<file path="src/rtl/fmcr_pkg.sv">
// Shared types, codes and constants of the filtered meter and counter readout.
package fmcr_pkg;

  // Field widths
  localparam int unsigned ReadingW = 10;
  localparam int unsigned OpW      = 2;
  localparam int unsigned DigitW   = 4;
  localparam int unsigned ModeW    = 2;
  localparam int unsigned CountW   = 7;
  localparam int unsigned AvgW     = 16;
  localparam int unsigned AlphaW   = 8;
  localparam int unsigned ByteW    = 8;
  localparam int unsigned CfgIdxW  = 2;
  localparam int unsigned CfgDataW = 8;
  localparam int unsigned InDataW  = 16;
  localparam int unsigned OutDataW = 24;

  // Operation codes carried on tuser
  localparam logic [OpW-1:0] OP_SAMPLE    = 2'd0;
  localparam logic [OpW-1:0] OP_MODE      = 2'd1;
  localparam logic [OpW-1:0] OP_PULSE     = 2'd2;
  localparam logic [OpW-1:0] OP_CNT_RESET = 2'd3;

  // Display modes
  localparam logic [ModeW-1:0] MODE_UP     = 2'd0;
  localparam logic [ModeW-1:0] MODE_DOWN   = 2'd1;
  localparam logic [ModeW-1:0] MODE_VALUES = 2'd2;
  localparam logic [ModeW-1:0] MODE_VOLTS  = 2'd3;

  // Register indexes
  localparam logic [CfgIdxW-1:0] REG_ALPHA   = 2'd0;
  localparam logic [CfgIdxW-1:0] REG_FLOOR   = 2'd1;
  localparam logic [CfgIdxW-1:0] REG_CEILING = 2'd2;

  // Register reset values
  localparam logic [AlphaW-1:0] ALPHA_RESET   = 8'd2;
  localparam logic [CountW-1:0] FLOOR_RESET   = 7'd0;
  localparam logic [CountW-1:0] CEILING_RESET = 7'd99;
  localparam logic [CountW-1:0] COUNT_MAX     = 7'd99;

  // Mode switch thresholds
  localparam logic [ReadingW-1:0] THR_UP     = 10'd300;
  localparam logic [ReadingW-1:0] THR_DOWN   = 10'd600;
  localparam logic [ReadingW-1:0] THR_VALUES = 10'd850;

  // Value meter: clamp and divide by 25 (reciprocal 41/1024)
  localparam logic [ByteW-1:0] VALUE_MAX = 8'd249;
  localparam logic [5:0]       RECIP_25  = 6'd41;
  localparam logic [4:0]       DIV_25    = 5'd25;

  // Volt meter: offset, steps of 51, correction at 4 volts, divide by 5 (13/64)
  localparam logic [8:0] VOLT_OFFSET = 9'd2;
  localparam logic [8:0] VOLT_STEP   = 9'd51;
  localparam logic [3:0] VOLT_FIX    = 4'd4;
  localparam logic [5:0] VOLT_FIX_LO = 6'd4;
  localparam logic [5:0] VOLT_FIX_SUB = 6'd2;
  localparam logic [3:0] RECIP_5     = 4'd13;

  // Counter digits: divide by 10 (103/1024)
  localparam logic [6:0] RECIP_10 = 7'd103;
  localparam logic [3:0] DIV_10   = 4'd10;

  // Ones digit of the value meter: (rem * 256) / 614, held at 9
  function automatic logic [DigitW-1:0] values_ones(input logic [4:0] rem);
    logic [DigitW-1:0] d;
    begin
      case (rem) inside
        [5'd0:5'd2]:   d = 4'd0;
        [5'd3:5'd4]:   d = 4'd1;
        [5'd5:5'd7]:   d = 4'd2;
        [5'd8:5'd9]:   d = 4'd3;
        [5'd10:5'd11]: d = 4'd4;
        [5'd12:5'd14]: d = 4'd5;
        [5'd15:5'd16]: d = 4'd6;
        [5'd17:5'd19]: d = 4'd7;
        [5'd20:5'd21]: d = 4'd8;
        default:       d = 4'd9;
      endcase
      return d;
    end
  endfunction

endpackage

</file>
<file path="src/rtl/filtered_meter_and_counter_readout_top.sv">
// Top level of the filtered meter and counter readout: state update and digit stages.
//
// Each transaction on the s_ side carries a tagged 10-bit reading and yields exactly one
// display transaction on the m_ side. The block takes one transaction per cycle unless m_
// stalls: the first stage applies the operation to the filter, mode and counter state (one
// 17x9 multiply for the moving average), the second stage turns the resulting state, held
// in the stage one register, into two digits in the output register. Back pressure on m_
// stalls both stages; s_tready falls only when both stages hold data. Configuration writes
// are always ready and take effect at once; write them while the stream is idle.
module filtered_meter_and_counter_readout_top (
  input  logic                           clk,
  input  logic                           rst,
  // input stream
  input  logic                           s_tvalid,
  output logic                           s_tready,
  input  logic [fmcr_pkg::InDataW-1:0]   s_tdata,   // [9:0] reading, rest zero
  input  logic [fmcr_pkg::OpW-1:0]       s_tuser,   // [1:0] operation
  // result stream
  output logic                           m_tvalid,
  input  logic                           m_tready,
  output logic [fmcr_pkg::OutDataW-1:0]  m_tdata,   // [3:0] lead digit, [7:4] trail digit,
                                                    // [8] decimal_on, [10:9] mode_now,
                                                    // [17:11] count_now, rest zero
  // configuration writes
  input  logic                           cfg_valid,
  output logic                           cfg_ready,
  input  logic [fmcr_pkg::CfgIdxW-1:0]   cfg_index,
  input  logic [fmcr_pkg::CfgDataW-1:0]  cfg_data
);

  // Configuration registers
  logic [fmcr_pkg::AlphaW-1:0] alpha;
  logic [fmcr_pkg::CountW-1:0] count_floor;
  logic [fmcr_pkg::CountW-1:0] count_ceiling;
  logic [fmcr_pkg::CountW-1:0] cfg_bound;

  // State
  logic signed [fmcr_pkg::AvgW-1:0] average;
  logic signed [fmcr_pkg::AvgW-1:0] average_next;
  logic [fmcr_pkg::ModeW-1:0]       mode;
  logic [fmcr_pkg::ModeW-1:0]       mode_next;
  logic [fmcr_pkg::CountW-1:0]      counter;
  logic [fmcr_pkg::CountW-1:0]      counter_next;

  // Stage one holding registers
  logic                         s1_valid;
  logic [fmcr_pkg::ByteW-1:0]   s1_byte;
  logic [fmcr_pkg::ModeW-1:0]   s1_mode;
  logic [fmcr_pkg::CountW-1:0]  s1_count;

  // Output registers
  logic                         out_valid;
  logic [fmcr_pkg::DigitW-1:0]  out_left;
  logic [fmcr_pkg::DigitW-1:0]  out_right;
  logic                         out_dp;
  logic [fmcr_pkg::ModeW-1:0]   out_mode;
  logic [fmcr_pkg::CountW-1:0]  out_count;

  // Handshake
  logic out_free;
  logic s1_move;
  logic in_take;

  assign out_free = !out_valid || m_tready;
  assign s1_move  = s1_valid && out_free;
  assign s_tready = !s1_valid || out_free;
  assign in_take  = s_tvalid && s_tready;
  assign cfg_ready = 1'b1;

  // Saturate the low seven bits of bound writes to 99
  assign cfg_bound = (cfg_data[fmcr_pkg::CountW-1:0] > fmcr_pkg::COUNT_MAX) ?
                     fmcr_pkg::COUNT_MAX : cfg_data[fmcr_pkg::CountW-1:0];

  // Moving average: avg + ((s - avg) * alpha) / 256, rounded, truncated toward zero
  logic [fmcr_pkg::ReadingW-1:0] rd;
  logic signed [fmcr_pkg::AvgW-1:0] sample;
  logic signed [16:0] diff;
  logic signed [25:0] prod;
  logic signed [26:0] acc;
  logic signed [26:0] acc_rnd;
  logic signed [26:0] acc_adj;
  logic signed [26:0] acc_shr;

  assign rd      = s_tdata[fmcr_pkg::ReadingW-1:0];
  assign sample  = {~rd[9], rd[8:0], 6'b0};
  assign diff    = 17'(sample) - 17'(average);
  assign prod    = 26'(diff) * 26'($signed({1'b0, alpha}));
  assign acc     = {{3{average[15]}}, average, 8'b0} + 27'(prod);
  assign acc_rnd = acc + 27'sd128;
  assign acc_adj = acc_rnd[26] ? (acc_rnd + 27'sd255) : acc_rnd;
  assign acc_shr = acc_adj >>> 8;

  // Next state for the accepted transaction
  always_comb begin
    average_next = average;
    mode_next    = mode;
    counter_next = counter;
    case (s_tuser)
      fmcr_pkg::OP_SAMPLE: begin
        if (mode == fmcr_pkg::MODE_VALUES || mode == fmcr_pkg::MODE_VOLTS) begin
          average_next = acc_shr[15:0];
        end
      end
      fmcr_pkg::OP_MODE: begin
        if (rd <= fmcr_pkg::THR_UP) begin
          mode_next = fmcr_pkg::MODE_UP;
        end else if (rd <= fmcr_pkg::THR_DOWN) begin
          mode_next = fmcr_pkg::MODE_DOWN;
        end else if (rd <= fmcr_pkg::THR_VALUES) begin
          mode_next = fmcr_pkg::MODE_VALUES;
        end else begin
          mode_next = fmcr_pkg::MODE_VOLTS;
        end
      end
      fmcr_pkg::OP_PULSE: begin
        if (mode == fmcr_pkg::MODE_UP && counter < count_ceiling) begin
          counter_next = counter + 7'd1;
        end else if (mode == fmcr_pkg::MODE_DOWN && counter > count_floor) begin
          counter_next = counter - 7'd1;
        end
      end
      default: begin
        if (mode == fmcr_pkg::MODE_UP) begin
          counter_next = count_floor;
        end else if (mode == fmcr_pkg::MODE_DOWN) begin
          counter_next = count_ceiling;
        end
      end
    endcase
  end

  // Configuration and state registers
  always_ff @(posedge clk) begin
    if (rst) begin
      alpha         <= fmcr_pkg::ALPHA_RESET;
      count_floor   <= fmcr_pkg::FLOOR_RESET;
      count_ceiling <= fmcr_pkg::CEILING_RESET;
      average       <= '0;
      mode          <= fmcr_pkg::MODE_UP;
      counter       <= fmcr_pkg::FLOOR_RESET;
    end else begin
      if (cfg_valid) begin
        case (cfg_index)
          fmcr_pkg::REG_ALPHA:   alpha         <= cfg_data;
          fmcr_pkg::REG_FLOOR:   count_floor   <= cfg_bound;
          fmcr_pkg::REG_CEILING: count_ceiling <= cfg_bound;
          default: ;
        endcase
      end
      if (in_take) begin
        average <= average_next;
        mode    <= mode_next;
        counter <= counter_next;
      end
    end
  end

  // Stage one: hold the updated state until the digit stage takes it
  always_ff @(posedge clk) begin
    if (rst) begin
      s1_valid <= 1'b0;
    end else if (in_take) begin
      s1_valid <= 1'b1;
    end else if (s1_move) begin
      s1_valid <= 1'b0;
    end
  end

  always_ff @(posedge clk) begin
    if (in_take) begin
      s1_byte  <= {~average_next[15], average_next[14:8]};
      s1_mode  <= mode_next;
      s1_count <= counter_next;
    end
  end

  // Value meter digits
  logic [fmcr_pkg::ByteW-1:0]  val_g;
  logic [13:0]                 val_mul;
  logic [fmcr_pkg::DigitW-1:0] val_left;
  logic [8:0]                  val_base;
  logic [4:0]                  val_rem;

  assign val_g    = (s1_byte > fmcr_pkg::VALUE_MAX) ? fmcr_pkg::VALUE_MAX : s1_byte;
  assign val_mul  = 14'(val_g) * 14'(fmcr_pkg::RECIP_25);
  assign val_left = val_mul[13:10];
  assign val_base = 9'(val_left) * 9'(fmcr_pkg::DIV_25);
  assign val_rem  = 5'(9'(val_g) - val_base);

  // Volt meter digits
  logic [8:0]                  volt_t;
  logic [fmcr_pkg::DigitW-1:0] volt_left;
  logic [5:0]                  volt_r;
  logic [5:0]                  volt_rc;
  logic [9:0]                  volt_mul;
  logic [fmcr_pkg::DigitW-1:0] volt_right;

  assign volt_t = 9'(s1_byte) + fmcr_pkg::VOLT_OFFSET;

  // Whole volts by comparison against the step multiples (at most five)
  always_comb begin
    if (volt_t >= 9'(5 * fmcr_pkg::VOLT_STEP)) begin
      volt_left = 4'd5;
      volt_r    = 6'(volt_t - 9'(5 * fmcr_pkg::VOLT_STEP));
    end else if (volt_t >= 9'(4 * fmcr_pkg::VOLT_STEP)) begin
      volt_left = 4'd4;
      volt_r    = 6'(volt_t - 9'(4 * fmcr_pkg::VOLT_STEP));
    end else if (volt_t >= 9'(3 * fmcr_pkg::VOLT_STEP)) begin
      volt_left = 4'd3;
      volt_r    = 6'(volt_t - 9'(3 * fmcr_pkg::VOLT_STEP));
    end else if (volt_t >= 9'(2 * fmcr_pkg::VOLT_STEP)) begin
      volt_left = 4'd2;
      volt_r    = 6'(volt_t - 9'(2 * fmcr_pkg::VOLT_STEP));
    end else if (volt_t >= fmcr_pkg::VOLT_STEP) begin
      volt_left = 4'd1;
      volt_r    = 6'(volt_t - fmcr_pkg::VOLT_STEP);
    end else begin
      volt_left = 4'd0;
      volt_r    = volt_t[5:0];
    end
  end

  // Pull the tenths down by two counts in the 4 volt range when the remainder is above 4
  assign volt_rc    = (volt_left == fmcr_pkg::VOLT_FIX && volt_r > fmcr_pkg::VOLT_FIX_LO) ?
                      (volt_r - fmcr_pkg::VOLT_FIX_SUB) : volt_r;
  assign volt_mul   = 10'(volt_rc) * 10'(fmcr_pkg::RECIP_5);
  assign volt_right = (volt_mul[9:6] > 4'd9) ? 4'd9 : volt_mul[9:6];

  // Counter digits
  logic [13:0]                 cnt_mul;
  logic [fmcr_pkg::DigitW-1:0] cnt_left;
  logic [fmcr_pkg::CountW-1:0] cnt_base;
  logic [fmcr_pkg::DigitW-1:0] cnt_right;

  assign cnt_mul   = 14'(s1_count) * 14'(fmcr_pkg::RECIP_10);
  assign cnt_left  = cnt_mul[13:10];
  assign cnt_base  = 7'(cnt_left) * 7'(fmcr_pkg::DIV_10);
  assign cnt_right = 4'(s1_count - cnt_base);

  // Output register
  always_ff @(posedge clk) begin
    if (rst) begin
      out_valid <= 1'b0;
    end else if (s1_move) begin
      out_valid <= 1'b1;
    end else if (m_tready) begin
      out_valid <= 1'b0;
    end
  end

  always_ff @(posedge clk) begin
    if (s1_move) begin
      out_mode  <= s1_mode;
      out_count <= s1_count;
      case (s1_mode)
        fmcr_pkg::MODE_VALUES: begin
          out_left  <= val_left;
          out_right <= fmcr_pkg::values_ones(val_rem);
          out_dp    <= 1'b0;
        end
        fmcr_pkg::MODE_VOLTS: begin
          out_left  <= volt_left;
          out_right <= volt_right;
          out_dp    <= 1'b1;
        end
        default: begin
          out_left  <= cnt_left;
          out_right <= cnt_right;
          out_dp    <= 1'b0;
        end
      endcase
    end
  end

  assign m_tvalid = out_valid;
  assign m_tdata  = {6'b0, out_count, out_mode, out_dp, out_right, out_left};

endmodule
</file>
<file path="config.mk">
export PLATFORM = sky130hd
export DESIGN_NAME = filtered_meter_and_counter_readout_top
export DESIGN_NICKNAME = d
export VERILOG_FILES = /design/src/rtl/fmcr_pkg.sv /design/src/rtl/filtered_meter_and_counter_readout_top.sv
export SDC_FILE = /design/constraint.sdc
export NUM_CORES = 1
export LEC_CHECK = 0
export ABC_CLOCK_PERIOD_IN_PS = 11900
export BUFFER_PORTS_ARGS = -buffer_cell sky130_fd_sc_hd__buf_2
export CORE_ASPECT_RATIO = 1.5
export CORE_MARGIN = 2
export CORE_UTILIZATION = 52
export DETAILED_ROUTE_END_ITERATION = 7
export GPL_TIMING_DRIVEN = 0
export PLACE_DENSITY = 0.66
export SETUP_SLACK_MARGIN = 0.4
export SYNTH_ARGS = -nofsm -noshare
export SYNTH_HDL_FRONTEND = slang
export SYNTH_SLANG_ARGS = --single-unit
</file>
<file path="constraint.sdc">
create_clock -name clk -period 11.9 [get_ports clk]
set_input_delay 1.19 -clock clk [delete_from_list [all_inputs] [get_ports clk]]
set_output_delay 1.19 -clock clk [all_outputs]
set_load 0.02 [all_outputs]
</file>
==> key figures, run 1 <==
Critical path
  – Critical path arrival: 9930 ps
  – Element type at the critical path end: flop
  – Critical path class: primary input to flop
  – Beginning of the critical path: s_tdata[0]
  – Data required time at the worst endpoint: 11,970 ps
  – Worst stage delay on the critical path: 840 ps
  – Reg2Reg Launch Point: average[0]$_SDFFE_PP0P_
  – Startpoint Class: primary input
  – Crit path max fanout: 8
  – CP max-delay cell: nor4_1

GRT
  – Largest net degree at the start of global routing: 27
  – First-pass GRT wire length: 53,480 um
  – Total GRT Usage: 24.00%
  – Vias in the first global route: ~11k
  – Initial antenna violation count: 0
  – Congestion Overflow GR: 0

Timing
  – Hold WS: between 400 and 500 ps
  – Hold Vio Cnt, Final: 0
  – RSZ-0062 raised after global routing: false
  – Setup TNS: 0 ps
  – Finish-stage setup viols: 0
  – Worst-margin pin slew: between 1000 and 1500 ps
  – Slew HR: 27.29%
  – Clk_skew: 9.075 ps
  – Count of pins over their slew limit: 0
  – Fin crit period: just under 10,000 ps
  – FMAX: 0.1014 GHz
  – Fin crit share: just over 80%

Final layout
  – Filler Cell Count: 2,425
  – Final nets: 2,009
  – Layout cell share with drive strength beyond 1: 7.096%
  – Register area: between 2000 and 2500 um^2
  – Multi-input gate area: approximately 10,000 um^2
  – Antenna diode count: 0
  – Area delta synth->final: 6.974%

Die
  – CORE AREA: 25,940 um^2
  – Initial Util: between 50 and 60%
  – Number of cell rows: between 70 and 80
  – Die Area: 27,810 um^2
  – Die H: 203.2 um
  – IO Pins: 60
  – Die W: 136.8 um

Yosys
  – Syn_area_per_cell: approximately 8.6 um^2
  – Most used DFF post-synth: dfxtp_1
  – Synthesis Warnings: 0
  – Mapped cell area: 13,760 um^2
  – Seq cells post-synth: 84
  – Unique masters post-synth: 89
  – Ys async rst share: 0%
  – Post-synth EDFFs: 35
  – Post-synthesis cell count: 1,597
  – Register area share after synthesis: 14.77%

Run
  – Max-cap violation count: 0

Drt
  – Final wirelength: 31,900 um
  – DRT antenna net count: 0
  – Via/cell ratio: 5.520
  – Initial DRC count: around 450
  – Vias: 11.02k
  – DRC violations left: 0
  – Detailed Routing Iterations Pass 1: 5
  – Routed WL per cell: around 16 um

Outcome
  – Outcome: finished, final reports clean

Power and ir drop
  – Lkg Pwr: approximately 0.007 uW
  – PwrDens: 101.3 nW/um^2
  – Peak VDD IR: slightly below 0.09 mV

Min path
  – Critical hold path startpoint: count_floor[4]$_SDFFE_PP0P_
  – Worst hold path class: flop to flop

Clock tree
  – Clock transition at path regs: 70 ps
  – Clock Sinks: 84
  – H-tree depth: 3
  – Clock Latency Late Sink: 340 ps
  – Post-CTS Setup Inserts: 0
  – TritonCTS clock tree: built
  – Clk root buf: clkbuf_16
  – Max Buffers Root-to-Sink: 2
  – TritonCTS Buffers: 9
  – Cts hold-fix bufs: 0
  – Resize count post-CTS: 0

Placed design
  – Detailed Place HPWL: 27,090 um
  – Port buffer count: 44
  – RD Place Congestion: 0.9244
[cell usage after synthesis (7+ instances only)]
library cell / n / area share [%]
nor2_1: 92 / 2.5
xor2_1: 41 / 2.6
nor3_1: 20 / 0.73
nand4_1: 10 / 0.45
o21a_1: 9 / 0.49
nand2_1: 149 / 4.1
a211oi_1: 25 / 1.4
mux2i_1: 16 / 1.2
a21oi_1: 79 / 2.9
o21ai_0: 29 / 1.1
and3_1: 9 / 0.41
a21o_1: 25 / 1.4
fa_1: 144 / 21
and2_1: 80 / 3.6
inv_1: 269 / 7.3
nand2b_1: 13 / 0.59
o21bai_1: 17 / 0.93
buf_4: 10 / 0.55
nor4_1: 7 / 0.32
nand3_1: 31 / 1.1
clkbuf_1: 36 / 0.98
xnor2_1: 50 / 3.2
dfxtp_1: 49 / 7.1
buf_2: 11 / 0.40
nor2b_1: 16 / 0.73
ha_1: 174 / 16
a31oi_1: 8 / 0.36
a21boi_0: 9 / 0.49
a211o_1: 8 / 0.51
edfxtp_1: 35 / 7.6
[logic make-up after synthesis]
group                    count (synthesis)  share of synthesized area (%)
other                                    2                        0.05458
buffers and inverters                  331                          9.484
flip-flops                              84                          14.77
multiplexers                            19                          1.491
AO/OA/AOI/OAI                          283                          14.40
XOR/XNOR                                92                          5.910
AND/OR/NAND/NOR                        466                          16.98
adder cells (fa/ha/maj)                320                          36.92
[layer usage]
metal  global-route usage, %  vias to the layer above  wire [um]
met4                   8.800                        0       1110
li1                        -                     5406          -
met2                   46.59                      195      17410
met5                       0                        -          0
met3                   1.715                       74        685
met1                   26.77                     5343      12690
[worst max-delay path: cells and delay by family]
family	cells	cell delay (ps)
fa+ha+maj	7	3240
compound gates	13	2380
simple gates	7	2070
xor+xnor	2	750
buf+inv	4	290
[cell usage in the layout, fill, tap and decap left out, types with 9 or more instances in the layout]
master     instances
nand3_1           31
nor3_1            20
and3_1             9
fa_1             144
xor2_1            41
clkbuf_16          9
buf_4             10
nor2_1            92
nor2b_1           15
inv_1            269
a21oi_1           79
nand2b_1          13
edfxtp_1          35
mux2i_1           16
dfxtp_1           49
nand4_1           10
clkbuf_1          36
and2_1            80
o21ai_0           29
o21bai_1          17
nand2_1          149
a211oi_1          25
o21a_1             9
a21o_1            25
a21boi_0           9
xnor2_1           50
buf_2             55
ha_1             174
[power by group]
part | switching [uW] | internal [uW]
logic | 511 | 367
clock network | 123 | 147
registers | 15.8 | 328
[sequential cells by signal (all words and copies together) (netlist names), 2 cells and up]
name / cells
out_count: 7
alpha: 8
s1_byte: 8
mode: 2
s1_count: 7
out_right: 4
out_left: 4
count_ceiling: 7
s1_mode: 2
counter: 7
out_mode: 2
average: 16
count_floor: 7
[path summary, 6_finish.rpt]
path	endpoint	slack (ps)	cells after the start
max	s1_byte[7]$_DFFE_PP_	2040	33
min reg2reg	count_floor[4]$_SDFFE_PP0P_	460	2
min	count_floor[4]$_SDFFE_PP0P_	460	2
max reg2reg	s1_byte[7]$_DFFE_PP_	2220	35
[area by class of cell]
class                           instances  share of cell area [%]
Multi-Input combinational cell       1187                   70.96
Sequential cell                        84                   13.80
Inverter                              269                   6.859
Tap cell                              333                   2.830
Buffer                                 62                   2.006
Timing Repair Buffer                   45                   1.572
Clock buffer                            9                   1.530
Clock inverter                          7                  0.4420
[stage by stage]
step	utilization, %	instances	setup WS [ps]	total power [uW]	cell area [um^2]
after detailed placement	55.57	1979	1733	1231	14420
final	56.74	1996	2037	1492	14720
after global placement	55.57	1979	1812	1205	14420
after CTS	56.68	1995	2066	1505	14710
after global routing	56.74	1996	1243	1646	14720
after floorplan	-	1602	3196	1035	13780
(Power assumes the default switching activity.)
==> run 2, diff against run 1 <==
- ABC_CLOCK_PERIOD_IN_PS: 11900 -> 8970
- PLACE_DENSITY: 0.66 -> 0.69
- clock period: 11.9 -> 8.97 ns (I/O delays scaled with it)
==> run 2 against run 1 <==
Compared with the run above:
- clock skew is 0.65 ps higher
- total power increased by 37%
- die area unchanged
- sequential share of layout area is 0.36 points lower
- wire length increased by 0.67%
- clock power is 37% higher
- critical path type unchanged
==> key figures, run 2 (synthesized netlist as in run 1, its figures left out) <==
Drt
  – DRC violations left: 0 (unchanged)
  – Initial DRC count: 546 (was 451)
  – Vias: 11.12k (was 11.02k)
  – Detailed Routing Iterations Pass 1: 7 (was 5)
  – Final wirelength: 32,110 um (was 31,900 um)
  – DRT antenna net count: 0 (unchanged)
  – Routed WL per cell: 15.98 um (about the same)
  – Via/cell ratio: 5.536 (was 5.520)

Critical path
  – CP max-delay cell: fa_1 (was nor4_1)
  – Crit path max fanout: 4 (was 8)
  – Flop-to-flop setup slack: 750 ps (was 2220 ps)
  – Element type at the critical path end: flop (unchanged)
  – Worst stage delay on the critical path: 590 ps (was 840 ps)
  – Critical path arrival: 8370 ps (was 9930 ps)
  – Worst R2R End: s1_byte[7]$_DFFE_PP_ (unchanged)
  – Data required time at the worst endpoint: 9060 ps (was 11,970 ps)
  – Reg2Reg Launch Point: average[2]$_SDFFE_PP0P_ (was average[0]$_SDFFE_PP0P_)
  – Startpoint Class: primary input (unchanged)
  – Reg2reg path depth: 33 (was 35)
  – Critical path class: primary input to flop (unchanged)

Clock tree
  – Clock Latency Late Sink: 340 ps (about the same)
  – H-tree depth: 3 (unchanged)
  – TritonCTS Buffers: 9 (unchanged)
  – Clock Sinks: 84 (unchanged)
  – Clk root buf: clkbuf_16 (unchanged)
  – Clock transition at path regs: 70 ps (about the same)
  – TritonCTS clock tree: built (unchanged)
  – Max Buffers Root-to-Sink: 2 (unchanged)

Timing
  – Setup TNS: 0 ps (unchanged)
  – Clk_skew: 9.726 ps (was 9.075 ps)
  – Worst-margin pin slew: 1315 ps (was 1082 ps)
  – Fin crit share: 92.36%
  – Count of pins over their slew limit: 0 (unchanged)
  – Fin crit period: 8284 ps
  – Finish-stage setup viols: 0 (unchanged)
  – Slew HR: 12.32% (was 27.29%)
  – FMAX: 0.1207 GHz
  – RSZ-0062 raised after global routing: false (unchanged)
  – Hold WS: 462.8 ps (was 457.1 ps)
  – Hold Vio Cnt, Final: 0 (unchanged)

Die
  – IO Pins: 60 (unchanged)
  – Number of cell rows: 72 (unchanged)
  – Die Area: 27,810 um^2 (unchanged)
  – CORE AREA: 25,940 um^2 (unchanged)
  – Initial Util: 53.04% (unchanged)
  – Die W: 136.8 um (unchanged)
  – Die H: 203.2 um (unchanged)

Final layout
  – Commonest cells after routing, fill and taps aside: inv_1, ha_1, nand2_1, fa_1, nor2_1 (was inv_1, ha_1, nand2_1)
  – Area delta synth->final: 9.884% (was 6.974%)
  – Most common cell after layout, fill and taps aside: inv_1 (unchanged)
  – Biggest regs: average: 16 flops, alpha: 8 flops, s1_byte: 8 flops (unchanged)
  – Final nets: 2,022 (was 2,009)
  – Antenna diode count: 0 (unchanged)
  – Fin util: 58.28% (was 56.74%)
  – Layout cell share with drive strength beyond 1: 10.32% (was 7.096%)
  – Top reg by flops: average (unchanged)
  – Final std cells w/o fill: 2,009 (was 1,996)
  – Max FFs per register: 16 (unchanged)

Run
  – Max-cap violation count: 0 (unchanged)

GRT
  – First-pass GRT wire length: 53,830 um (was 53,480 um)
  – Initial antenna violation count: 0 (unchanged)
  – Vias in the first global route: 11.37k (was 11.27k)
  – Total GRT Usage: 23.94% (was 24.00%)
  – Congestion Overflow GR: 0 (unchanged)
  – Largest net degree at the start of global routing: 27 (unchanged)

Power and ir drop
  – PwrDens: 135.6 nW/um^2 (was 101.3 nW/um^2)
  – Lkg Pwr: 0.007170 uW (was 0.007021 uW)
  – Power Total: 2051 uW (was 1492 uW)
  – Peak VDD IR: 0.1180 mV (was 0.08917 mV)

Min path
  – Endpoint, Worst Hold: count_floor[2]$_SDFFE_PP0P_ (was count_floor[4]$_SDFFE_PP0P_)
  – Worst hold path class: flop to flop (unchanged)
  – Critical hold path startpoint: count_floor[2]$_SDFFE_PP0P_ (was count_floor[4]$_SDFFE_PP0P_)
  – WHS Path Cells: 2 (unchanged)

Placed design
  – Detailed Place HPWL: 26,920 um (was 27,090 um)
  – Placed Cells: 1,979 (unchanged)
  – RD Place Congestion: 0.9475 (was 0.9244)
  – Port buffer count: 44 (unchanged)

Outcome
  – Outcome: finished, final reports clean (unchanged)
-- run 2: changes by cell type in the layout (fill, tap and decap cells not counted), moves of 4 or more --
| cell | change |
|---|---|
| buf_4 | +12 |
| inv_1 | -4 |
| ha_1 | -5 |
| ha_4 | +5 |
| inv_2 | +4 |
| a21oi_1 | -7 |
| nand2_1 | -5 |
| a21oi_2 | +7 |
-- run 2: metrics by stage --
step | area [um^2] | worst slack, ps
after global placement | 14420 | -735.8
after detailed placement | 14420 | -823.1
final | 15120 | 685.6
after floorplan | 13780 | 559.4
after global routing | 15120 | 347.7
after CTS | 14800 | 414.4
-- run 2: cell type report --
class | count | area [um^2]
Tap cell | 333 | 416.7
Multi-Input combinational cell | 1187 | 10710
Fill cell | 2325 | 10820
Clock buffer | 10 | 250.2
Timing Repair Buffer | 58 | 339.1
Sequential cell | 84 | 2033
Clock inverter | 6 | 52.55
Buffer | 62 | 306.5
Inverter | 269 | 1010
-- run 2: worst max-delay path by stage --
| stage | startpoint | to | slack (ps) | depth (start not counted) |
|---|---|---|---|---|
| final | s_tdata[0] | s1_byte[7]$_DFFE_PP_ | 690 | 34 |
| after global routing | s_tdata[1] | s1_byte[7]$_DFFE_PP_ | 350 | 34 |
| after CTS | s_tdata[0] | s1_byte[4]$_DFFE_PP_ | 410 | 36 |
| after detailed placement | s_tdata[0] | s1_byte[7]$_DFFE_PP_ | -820 | 33 |
| after global placement | s_tdata[0] | s1_byte[7]$_DFFE_PP_ | -740 | 33 |
| after floorplan | s_tdata[0] | s1_byte[7]$_DFFE_PP_ | 560 | 33 |
-- run 2: critical path, delay by kind of cell --
family                     cells  cell delay [ps]
buffers and inverters          5              440
AOI/OAI and AO/OA             13             1940
xor gates and xnor gates       2              510
adders and majority gates      7             3150
and+or+nand+nor                7             1420
-- run 2: power by group --
| part | leakage [uW] | internal [uW] | switching, uW |
|---|---|---|---|
| Clock | 0.000148 | 210 | 162 |
| Sequential | 0.000739 | 435 | 21.0 |
| Combinational | 0.00628 | 523 | 700 |
| Total | 0.00717 | 1170 | 883 |
-- run 2: timing repair --
action / in CTS / in global routing
buffers inserted: 4 / 10
gates resized for setup: 10 / 52
pin swaps: 4 / 31
hold buffers: 0 / 0
setup endpoints to repair: 16 / 23
-- run 2: metal layers --
layer  up-vias  global-route usage (%)  share of wire (%)
li1       5422                       -                  -
met1      5414                   27.29                 39
met2       225                   46.46                 55
met3        60                   1.715                2.4
met4         0                   7.437                2.9
met5         -                       0                  0
